==> src/rtl/i2cm_pkg.sv <==
`default_nettype none

package i2cm_pkg;

    typedef enum logic [3:0] {
        CMD_NONE   = 4'd0,
        CMD_START  = 4'd1,
        CMD_STOP   = 4'd2,
        CMD_WRITE  = 4'd3,
        CMD_READ   = 4'd4,
        CMD_ACK    = 4'd5,
        CMD_NACK   = 4'd6,
        CMD_WAIT   = 4'd7,
        CMD_SAMPLE = 4'd8
    } cmd_t;

    localparam logic REG_HALF_PERIOD = 1'b0;
    localparam logic REG_ACK_LIMIT   = 1'b1;

    localparam logic [15:0] HALF_PERIOD_RESET = 16'd100;
    localparam logic [7:0]  ACK_LIMIT_RESET   = 8'd250;

    localparam logic [1:0] STEP_FIRST = 2'd0;
    localparam logic [1:0] STEP_SECOND = 2'd1;
    localparam logic [1:0] STEP_THIRD = 2'd2;
    localparam logic [2:0] LAST_BIT = 3'd7;

    typedef struct packed {
        cmd_t        cmd;
        logic [1:0]  step;
        logic [15:0] phase;
        logic [2:0]  bits;
        logic [7:0]  shreg;
        logic [7:0]  ack_cnt;
        logic        scl;
        logic        sda;
        logic        drive;
        logic [7:0]  rx;
        logic        ack;
        logic        tmo;
    } state_t;

    typedef struct packed {
        logic        rej;
        logic        tmo;
        logic        ack;
        logic [7:0]  rx;
        logic        done;
        logic        busy;
        logic        drive;
        logic        sda;
        logic        scl;
    } result_t;

    // pin levels for the current step of the current command
    function automatic state_t set_levels(state_t s, logic sample);
        state_t n;
        n = s;
        case (s.cmd)
            CMD_START:
            begin
                if (s.step == STEP_FIRST)
                begin
                    n.drive = 1'b1;
                    n.scl   = 1'b1;
                    n.sda   = 1'b1;
                end
                else
                begin
                    n.sda = 1'b0;
                end
            end
            CMD_STOP:
            begin
                if (s.step == STEP_FIRST)
                begin
                    n.drive = 1'b1;
                    n.scl   = 1'b0;
                    n.sda   = 1'b0;
                end
                else if (s.step == STEP_SECOND)
                begin
                    n.scl = 1'b1;
                end
                else
                begin
                    n.sda = 1'b1;
                end
            end
            CMD_WRITE:
            begin
                if (s.step == STEP_FIRST)
                begin
                    n.drive = 1'b1;
                    n.scl   = 1'b0;
                    n.sda   = s.shreg[7];
                end
                else if (s.step == STEP_SECOND)
                begin
                    n.scl = 1'b1;
                end
                else
                begin
                    n.scl = 1'b0;
                end
            end
            CMD_READ:
            begin
                if (s.step == STEP_FIRST)
                begin
                    n.drive = 1'b0;
                    n.sda   = 1'b1;
                    n.scl   = 1'b0;
                end
                else
                begin
                    n.scl   = 1'b1;
                    n.shreg = {s.shreg[6:0], sample};
                end
            end
            CMD_ACK, CMD_NACK:
            begin
                if (s.step == STEP_FIRST)
                begin
                    n.scl   = 1'b0;
                    n.drive = 1'b1;
                    n.sda   = (s.cmd == CMD_NACK);
                end
                else
                begin
                    n.scl = 1'b1;
                end
            end
            CMD_WAIT:
            begin
                if (s.step == STEP_FIRST)
                begin
                    n.drive = 1'b1;
                    n.sda   = 1'b1;
                end
                else if (s.step == STEP_SECOND)
                begin
                    n.scl = 1'b1;
                end
                else
                begin
                    n.drive = 1'b0;
                end
            end
            CMD_SAMPLE:
            begin
                if (s.step == STEP_FIRST)
                begin
                    n.drive = 1'b0;
                    n.sda   = 1'b1;
                end
                else
                begin
                    n.scl = 1'b1;
                end
            end
            default:
            begin
                n = s;
            end
        endcase
        return n;
    endfunction

endpackage

`default_nettype wire

==> src/rtl/i2cm_step.sv <==
`default_nettype none

module i2cm_step (
    input  i2cm_pkg::state_t  cur,
    input  logic [15:0]       half_period,
    input  logic [7:0]        ack_limit,
    input  logic [3:0]        mode,
    input  logic [7:0]        tx_byte,
    input  logic              sda_sample,
    output i2cm_pkg::state_t  nxt,
    output i2cm_pkg::result_t res
);
    import i2cm_pkg::*;

    logic        done;
    logic        rej;
    logic        poll;
    logic [1:0]  last_step;
    logic [15:0] phase_inc;
    state_t      n;

    // next state for one tick
    always_comb
    begin
        n         = cur;
        done      = 1'b0;
        rej       = 1'b0;
        poll      = 1'b0;
        phase_inc = cur.phase + 16'd1;
        last_step = ((cur.cmd == CMD_STOP) || (cur.cmd == CMD_WRITE) || (cur.cmd == CMD_WAIT))
                    ? STEP_THIRD : STEP_SECOND;
        if (cur.cmd == CMD_NONE)
        begin
            if (mode inside {[CMD_START:CMD_SAMPLE]})
            begin
                n.cmd     = cmd_t'(mode);
                n.step    = STEP_FIRST;
                n.phase   = '0;
                n.bits    = '0;
                n.ack_cnt = '0;
                n.tmo     = 1'b0;
                n.shreg   = (mode == CMD_WRITE) ? tx_byte : 8'd0;
                n         = set_levels(n, sda_sample);
            end
        end
        else
        begin
            rej = (mode != CMD_NONE);
            if ((cur.cmd == CMD_WAIT) && (cur.step == STEP_THIRD))
            begin
                poll = 1'b1;
            end
            else
            begin
                n.phase = phase_inc;
                if (phase_inc >= half_period)
                begin
                    n.phase = '0;
                    if (cur.step < last_step)
                    begin
                        n.step = cur.step + 2'd1;
                        n      = set_levels(n, sda_sample);
                        if ((cur.cmd == CMD_WAIT) && (n.step == STEP_THIRD))
                        begin
                            poll = 1'b1;
                        end
                    end
                    else if (((cur.cmd == CMD_WRITE) || (cur.cmd == CMD_READ))
                             && (cur.bits < LAST_BIT))
                    begin
                        n.bits = cur.bits + 3'd1;
                        if (cur.cmd == CMD_WRITE)
                        begin
                            n.shreg = {cur.shreg[6:0], 1'b0};
                        end
                        n.step = STEP_FIRST;
                        n      = set_levels(n, sda_sample);
                    end
                    else
                    begin
                        case (cur.cmd)
                            CMD_START, CMD_ACK, CMD_NACK: n.scl = 1'b0;
                            CMD_READ:                     n.rx  = cur.shreg;
                            CMD_SAMPLE:
                            begin
                                n.ack = sda_sample;
                                n.scl = 1'b0;
                            end
                            default:                      n.scl = n.scl;
                        endcase
                        n.cmd   = CMD_NONE;
                        n.step  = STEP_FIRST;
                        n.phase = '0;
                        done    = 1'b1;
                    end
                end
            end
            // acknowledge poll: low ends the command, timeout falls into a stop
            if (poll)
            begin
                if (!sda_sample)
                begin
                    n.ack   = 1'b0;
                    n.scl   = 1'b0;
                    n.cmd   = CMD_NONE;
                    n.step  = STEP_FIRST;
                    n.phase = '0;
                    done    = 1'b1;
                end
                else if (n.ack_cnt >= ack_limit)
                begin
                    n.ack   = 1'b1;
                    n.tmo   = 1'b1;
                    n.cmd   = CMD_STOP;
                    n.step  = STEP_FIRST;
                    n.phase = '0;
                    n       = set_levels(n, sda_sample);
                end
                else
                begin
                    n.ack_cnt = n.ack_cnt + 8'd1;
                end
            end
        end
    end

    assign nxt = n;

    // result fields
    always_comb
    begin
        res.scl   = n.scl;
        res.sda   = n.sda;
        res.drive = n.drive;
        res.busy  = (n.cmd != CMD_NONE);
        res.done  = done;
        res.rx    = n.rx;
        res.ack   = n.ack;
        res.tmo   = n.tmo;
        res.rej   = rej;
    end

endmodule

`default_nettype wire

==> src/rtl/i2c_master_bit_engine.sv <==
// i2c master bit engine
// each request on the s_ side is one tick: a command code, the byte to send
// and the level sensed on sda; each tick gives exactly one result on the m_
// side with the pin levels to drive, busy, done, the received byte, the
// acknowledge bit, the sticky timeout flag and the rejected flag
// a command is taken only while idle; a nonzero code while busy is dropped
// and flagged; codes above sample-ack while idle are ignored silently
// config channel: index 0 sets ticks per scl phase, index 1 the number of
// high sda samples tolerated while waiting for acknowledge; write only idle
// latency: the result of a tick appears one cycle after its request is taken
// throughput: one tick per cycle; the step logic is a single pass between
// the state register and the output register
// stall: the output register holds its result while m_tready is low and
// s_tready drops only when that register is full and not being drained
// reset: bus idle (scl, sda high and driven), no command, config registers
// back to 100 ticks and a limit of 250, no result pending
`default_nettype none

module i2c_master_bit_engine (
    input  logic        clk,
    input  logic        rst_n,
    // tick in: [3:0] mode, [11:4] tx_byte, [12] sda_sample, [15:13] zero
    input  logic        s_tvalid,
    output logic        s_tready,
    input  logic [15:0] s_tdata,
    // result out: [0] scl_level, [1] sda_level, [2] sda_drive, [3] busy_res,
    // [4] done_res, [12:5] rx_byte, [13] ack_bit, [14] timed_out, [15] rejected
    output logic        m_tvalid,
    input  logic        m_tready,
    output logic [15:0] m_tdata,
    // config write
    input  logic        cfg_valid,
    output logic        cfg_ready,
    input  logic        cfg_index,
    input  logic [15:0] cfg_data
);
    import i2cm_pkg::*;

    state_t      state_reg;
    state_t      state_next;
    result_t     res;
    logic [15:0] half_period_reg;
    logic [7:0]  ack_limit_reg;
    logic [15:0] out_data_reg;
    logic        out_valid_reg;
    logic        out_valid_next;
    logic        in_take;

    // config is always accepted
    assign cfg_ready = 1'b1;

    always_ff @(posedge clk or negedge rst_n)
    begin
        if (!rst_n)
        begin
            half_period_reg <= HALF_PERIOD_RESET;
            ack_limit_reg   <= ACK_LIMIT_RESET;
        end
        else if (cfg_valid && cfg_ready)
        begin
            case (cfg_index)
                REG_HALF_PERIOD: half_period_reg <= cfg_data;
                REG_ACK_LIMIT:   ack_limit_reg   <= cfg_data[7:0];
                default:         half_period_reg <= half_period_reg;
            endcase
        end
    end

    // input taken whenever the output slot is empty or draining
    assign s_tready = !out_valid_reg || m_tready;
    assign in_take  = s_tvalid && s_tready;

    i2cm_step u_step (
        .cur         (state_reg),
        .half_period (half_period_reg),
        .ack_limit   (ack_limit_reg),
        .mode        (s_tdata[3:0]),
        .tx_byte     (s_tdata[11:4]),
        .sda_sample  (s_tdata[12]),
        .nxt         (state_next),
        .res         (res)
    );

    // engine state, bus idle at reset
    always_ff @(posedge clk or negedge rst_n)
    begin
        if (!rst_n)
        begin
            state_reg <= '{cmd: CMD_NONE, step: STEP_FIRST, phase: '0, bits: '0,
                           shreg: '0, ack_cnt: '0, scl: 1'b1, sda: 1'b1, drive: 1'b1,
                           rx: '0, ack: 1'b0, tmo: 1'b0};
        end
        else if (in_take)
        begin
            state_reg <= state_next;
        end
    end

    always_comb
    begin
        if (in_take)
        begin
            out_valid_next = 1'b1;
        end
        else if (m_tready)
        begin
            out_valid_next = 1'b0;
        end
        else
        begin
            out_valid_next = out_valid_reg;
        end
    end

    always_ff @(posedge clk or negedge rst_n)
    begin
        if (!rst_n)
        begin
            out_valid_reg <= 1'b0;
        end
        else
        begin
            out_valid_reg <= out_valid_next;
        end
    end

    // result payload, loaded on each taken tick
    always_ff @(posedge clk)
    begin
        if (in_take)
        begin
            out_data_reg <= {res.rej, res.tmo, res.ack, res.rx, res.done,
                             res.busy, res.drive, res.sda, res.scl};
        end
    end

    assign m_tvalid = out_valid_reg;
    assign m_tdata  = out_data_reg;

endmodule

`default_nettype wire

==> config.mk <==
export PLATFORM = sky130hd
export DESIGN_NAME = i2c_master_bit_engine
export DESIGN_NICKNAME = d
export VERILOG_FILES = /design/src/rtl/i2cm_pkg.sv /design/src/rtl/i2cm_step.sv /design/src/rtl/i2c_master_bit_engine.sv
export SDC_FILE = /design/constraint.sdc
export NUM_CORES = 1
export LEC_CHECK = 0
export BUFFER_PORTS_ARGS = -buffer_cell sky130_fd_sc_hd__clkbuf_2
export CAP_MARGIN = 5
export CORE_AREA = 2 2 125 127
export DETAILED_ROUTE_END_ITERATION = 8
export DIE_AREA = 0 0 127 129
export PLACE_DENSITY = 0.57
export REMOVE_ABC_BUFFERS = 1
export SLEW_MARGIN = 40
export SYNTH_ARGS = -nofsm -noshare
export SYNTH_HDL_FRONTEND = slang
export SYNTH_SLANG_ARGS = --single-unit
==> constraint.sdc <==
create_clock -name clk -period 4.3 [get_ports clk]
set_input_delay 0.215 -clock clk [delete_from_list [all_inputs] [get_ports clk]]
set_output_delay 0.215 -clock clk [all_outputs]
set_load 0.03 [all_outputs]
==> run summary, run 1 <==
Layout fillers: 1,449
Max Cap Violations: 0
max reg flops: 54
sequential share of power: 36.6%
Die Span X: 127 µm
Routed Antenna Nets: 0
proportion of layout cells with a drive suffix above 1: 26.0%
period utilization: 94.0%
hold depth: 3
Worst setup SP type: flop
crit path time final: 4040 ps
main flop type after synthesis: dfrtp_1
Clk network pwr share: 25.7%
post-DP HPWL: 10,100 µm
area of the mapped netlist: 0.00587 mm²
starting density of the core: 39.2%
Starting DRT DRC Count: 304
Chip Height: 129 µm
Arr. time, crit path: 4280 ps
DR WL/cell: 16.5 µm
port bufs: 52
Switch Pwr: 1.23 mW
CP max FO: 15
nets: 738
CTS sink count: 95
FP Rows: 45
Synth warnings: 0
area of the die: 0.0164 mm²
sequential fraction of the synthesis area: 42.1%
Distinct cells, synth: 75
core area: 0.0150 mm²
Slew @ Worst Pin: 793 ps
status: finished clean
slew margin rel.: 46.7%
drt pass-1 iters: 5
largest net degree at the start of global routing: 80
vias per std cell: 5.60
# DRC: 0
TritonCTS clock tree: built
H-tree levels: 3
part of the power in combinational logic: 37.7%
routed wire length: 14,200 µm
EDFF count, synth: 16
Congestion Overflow GR: 0
# diodes: 0
Fmax: 247 MHz
GRT Overall Usage: 18.4%
Cell Pwr Density: 472 mW/mm²
GPL Wtd Cong: 0.878
Setup Viol. Count Final: 0
vias in the first global route: 4,705
worst-case hold slack: 66.5 ps
Max Root-Sink Buffers: 2
register area: 0.00247 mm²
Critical Path End Type: flop
Internal: 2.01 mW
Slew Limit Fails: 0
Post-synth ARST share: 83.2%
Synth Instances: 598
class of the worst hold path: input port to flop
syn_area_per_cell: 9.81 µm²
Yosys reg bits: 95
Clk Latency, worst-skew pair: 350 ps
post-CTS setup buffers: 0
Clock Tree Root: clkbuf_16
Via Count: 4,823
Crit Path Class: flop to flop
I/O Pins: 57
Reg2Reg Depth: 15
area of the multi-input gates: 0.00318 mm²
Clock Skew: 7.91 ps
Final Util: 45.8%
Final Hold Viols: 0
initial antenna violation count: 0
maximum VDD drop: 0.222 mV
area delta synth->final: 16.8%
clock-pin slew of the registers on the worst-case setup and hold paths: 70 ps
Leakage: 3.25 nW
Sw Share: 38.0%
Num CTS Buffers: 9
Data required, critical path: 4540 ps
first-pass GRT wire length: 23,900 µm
area by class of cell:
type                            instances  share of cell area, %
Clock buffer                            9                   3.29
Clock inverter                          7                   1.13
Inverter                               36                   1.97
Multi-Input combinational cell        442                   46.5
Sequential cell                        95                   36.1
Tap cell                              188                   3.43
Timing Repair Buffer                   84                   7.65
metrics by stage:
stage | setup slack [ps] | instances | area [µm²] | power [mW] | setup TNS, ps
4_1_cts | 142 | 861 | 6810 | 3.26 | 0
3_5_place_dp | 154 | 844 | 6500 | 2.40 | 0
2_1_floorplan | 178 | 573 | 5740 | 1.98 | 0
3_3_place_gp | 206 | 844 | 6490 | 2.38 | 0
6_report | 257 | 861 | 6850 | 3.23 | 0
5_1_grt | -58.8 | 861 | 6850 | 3.47 | -424
cells by family (layout without fill, tap and decap cells):
kind of cell    after synthesis  after routing  synth area share [%]
simple gates                201            201                  17.8
compound gates              156            156                  18.8
flops                        95             95                  42.1
buf+inv                      61            136                  4.46
mux                          39             39                  7.91
fa+ha+maj                    32             32                  6.82
xor+xnor                     13             13                  1.94
other cells                   1              1                0.0639
synth_stat cells (8+ instances only):
master,count,area share (%)
nand3_1,16,1.4
clkbuf_1,15,0.96
dfstp_2,12,5.4
mux2_2,27,5.2
nor3_1,15,1.3
o21ai_0,38,3.2
nand2_1,64,4.1
a21o_1,8,1.0
ha_1,32,6.8
nand2b_1,14,1.5
edfxtp_1,16,8.2
and3_1,13,1.4
a22o_1,13,1.9
a31oi_1,11,1.2
nor3b_1,8,1.0
a21oi_1,33,2.8
mux2_4,8,2.0
nor4_1,9,0.96
nor2_1,32,2.0
dfrtp_1,67,29
inv_1,36,2.3
layer usage:
layer	global-route usage (%)	up-vias	part of all wire, %
li1	-	2331	-
met1	24.2	2359	46
met2	30.2	110	48
met3	4.57	23	4.4
met4	5.62	0	1.9
met5	0	-	0
placed cells by master, fill, tap and decap left out, types with 9 or more instances in the layout:
cell type	instances
and3_1	11
a22o_1	13
nor3_1	15
dfstp_2	12
inv_1	36
a31oi_1	11
clkbuf_16	9
ha_1	32
edfxtp_1	16
nand3_1	16
dfrtp_1	67
o21ai_0	38
buf_4	30
clkbuf_2	51
nor2_1	32
nand2_1	64
mux2_2	27
a21oi_1	32
nand2b_1	14
worst paths after layout:
path,from,end,slack (ps)
max,state_reg[32],state_reg[26],260
min,cfg_data[13],half_period_reg[13],70
max reg2reg,state_reg[32],state_reg[26],260
min reg2reg,state_reg[10],state_reg[10],500
max in group asynchronous,rst_n,state_reg[36],3370
min in group asynchronous,rst_n,state_reg[50],470
repair_timing:
action | CTS | global route
hold buffers | 1 | 0
setup endpoints to repair | 0 | 47
gates resized for setup | 0 | 8
endpoints found under the hold margin | 67 | 0
power groups by stage:
stage / clock network [mW] / logic, mW / registers (mW)
global route: 0.898 / 1.37 / 1.20
floorplan: 0 / 0.739 / 1.25
CTS: 0.866 / 1.21 / 1.18
detailed placement: 0 / 1.20 / 1.20
global placement: 0 / 1.19 / 1.20
finish: 0.832 / 1.22 / 1.18
worst max-delay path, cell delays in order (launching register included):
cell     delay (ps)
dfrtp_1         400
nand3_1         180
nor4_4          350
and3_2          290
nand3_1         110
or2_2           300
nand2_1          70
ha_1            240
a21oi_1         140
o21ai_0         150
nor4_4          560
a21oi_4         120
buf_4           230
a31o_2          240
nand2_2         180
mux2_2          360
Note: power is estimated with default switching activity, not from simulation.
==> run 2, diff against run 1 <==
Settings changed: CTS_CLUSTER_SIZE set to 14, REMOVE_ABC_BUFFERS 1 to not set, SETUP_SLACK_MARGIN set to 0.3.
==> run summary, run 2 (synthesized netlist as in run 1, its figures left out) <==
GPL Wtd Cong: 0.872 (was 0.878)
Slew Limit Fails: 0 (unchanged)
vias per std cell: 5.60 (about the same)
TritonCTS clock tree: built (unchanged)
area of the die: 0.0164 mm² (unchanged)
period utilization: 88.7% (was 94.0%)
Worst setup SP type: flop (unchanged)
GRT Overall Usage: 18.1% (was 18.4%)
status: finished clean (unchanged)
Via Count: 4,846 (was 4,823)
maximum VDD drop: 0.303 mV (was 0.222 mV)
drt pass-1 iters: 5 (unchanged)
Critical Path End Type: flop (unchanged)
# DRC: 0 (unchanged)
crit path time final: 3810 ps (was 4040 ps)
largest net degree at the start of global routing: 80 (unchanged)
Post-Syn Nets: 668
Fmax: 262 MHz (was 247 MHz)
Starting DRT DRC Count: 285 (was 304)
H-tree levels: 3 (unchanged)
Num CTS Buffers: 9 (unchanged)
vias in the first global route: 4,743 (was 4,705)
Max Cap Violations: 0 (unchanged)
Final Hold Viols: 0 (unchanged)
proportion of layout cells with a drive suffix above 1: 28.8% (was 26.0%)
port bufs: 52 (unchanged)
Die Span X: 127 µm (unchanged)
Data required, critical path: 4400 ps (was 4540 ps)
Slew @ Worst Pin: 744 ps (was 793 ps)
I/O Pins: 57 (unchanged)
commonest cells after routing, fill and taps aside: 62 x nand2_1, 62 x dfrtp_1, 51 x clkbuf_2 (was 67 x dfrtp_1, 64 x nand2_1, 51 x clkbuf_2)
Setup Viol. Count Final: 0 (unchanged)
Clock Tree Root: clkbuf_16 (unchanged)
Arr. time, crit path: 3920 ps (was 4280 ps)
Cell Pwr Density: 470 mW/mm² (was 472 mW/mm²)
DR WL/cell: 16.6 µm (was 16.5 µm)
Congestion Overflow GR: 0 (unchanged)
post-DP HPWL: 10,200 µm (was 10,100 µm)
initial antenna violation count: 0 (unchanged)
Crit Path Class: flop to flop (unchanged)
Final Util: 46.4% (was 45.8%)
area delta synth->final: 18.5% (was 16.8%)
core area: 0.0150 mm² (unchanged)
max reg flops: 54 (unchanged)
Leakage: 3.26 nW (was 3.25 nW)
clock-pin slew of the registers on the worst-case setup and hold paths: 70 ps (about the same)
setup TNS: 0 ps (unchanged)
CP max FO: 6 (was 15)
Chip Height: 129 µm (unchanged)
Routed Antenna Nets: 0 (unchanged)
Layout fillers: 1,437 (was 1,449)
Clock Skew: 8.63 ps (was 7.91 ps)
Max Root-Sink Buffers: 2 (unchanged)
Clk Latency, worst-skew pair: 350 ps (about the same)
slew margin rel.: 50.0% (was 46.7%)
first-pass GRT wire length: 23,700 µm (was 23,900 µm)
RSZ-0062 raised after global routing: true
nets: 742 (was 738)
# diodes: 0 (unchanged)
FP Rows: 45 (unchanged)
CTS sink count: 95 (unchanged)
starting density of the core: 39.2% (unchanged)
routed wire length: 14,400 µm (was 14,200 µm)
class of the worst hold path: input port to flop (unchanged)
[run 2: final timing paths]
check / startpoint / to / slack, ps / depth (start not counted)
max reg2reg: state_reg[35] / m_tdata[0] / 490 / 15
min reg2reg: state_reg[10] / state_reg[10] / 500 / 2
min in group asynchronous: rst_n / state_reg[0] / 490 / 2
max: state_reg[35] / m_tdata[0] / 490 / 15
min: s_tvalid / m_tvalid / 70 / 2
max in group asynchronous: rst_n / state_reg[37] / 3260 / 2
[run 2: critical path: stages (launching register included)]
cell and delay [ps]:
dfrtp_2 410, nand2_2 110, nor4_4 300, and3_4 230, nand3_1 90, or2_2 300, nand2_1 90, ha_1 270
a21oi_1 170, o21ai_1 120, nor4_4 570, a21oi_4 130, buf_4 180, o21a_1 100, o32a_1 210, a31o_2 270
[run 2: final cells by class]
cell class	instances	area [µm²]	share of cell area [%]
Sequential cell	95	2480	35.6
Tap cell	188	235	3.38
Clock inverter	7	72.6	1.04
Inverter	36	135	1.94
Timing Repair Buffer	88	556	7.99
Multi-Input combinational cell	442	3250	46.8
Clock buffer	9	225	3.24
[run 2: what timing repair did]
action	CTS	global route
setup buffers	1	11
endpoints found under the hold margin	67	0
pin swaps	1	8
resized for setup	4	27
endpoints found under the setup margin	31	65
gates cloned	0	0
hold buffers	1	0
[run 2: per-stage QoR]
step	cell area, µm²	setup WS [ps]	std cells	total power, mW	hold WS, ps
floorplan	5870	315	598	2.02	-80.6
global placement	6410	224	836	2.33	425
detailed placement	6420	165	836	2.36	319
CTS	6770	292	854	3.20	60.1
global route	6960	261	865	3.48	79.3
finish	6960	486	865	3.27	68.8
[run 2: report_power, final]
group          leakage (nW)  total (mW)  switching [mW]  internal [mW]
registers              1.15        1.21           0.142           1.07
logic                  1.97        1.24           0.728          0.514
clock network         0.142       0.816           0.364          0.452
total                  3.26        3.27            1.23           2.04
[run 2: metal layers]
metal / global-route usage, % / vias up / routed length (µm)
met3: 3.49 / 24 / 503
met4: 6.40 / 0 / 364
met2: 29.9 / 106 / 6630
met1: 23.9 / 2377 / 6880
met5: 0 / - / 0
li1: - / 2339 / -
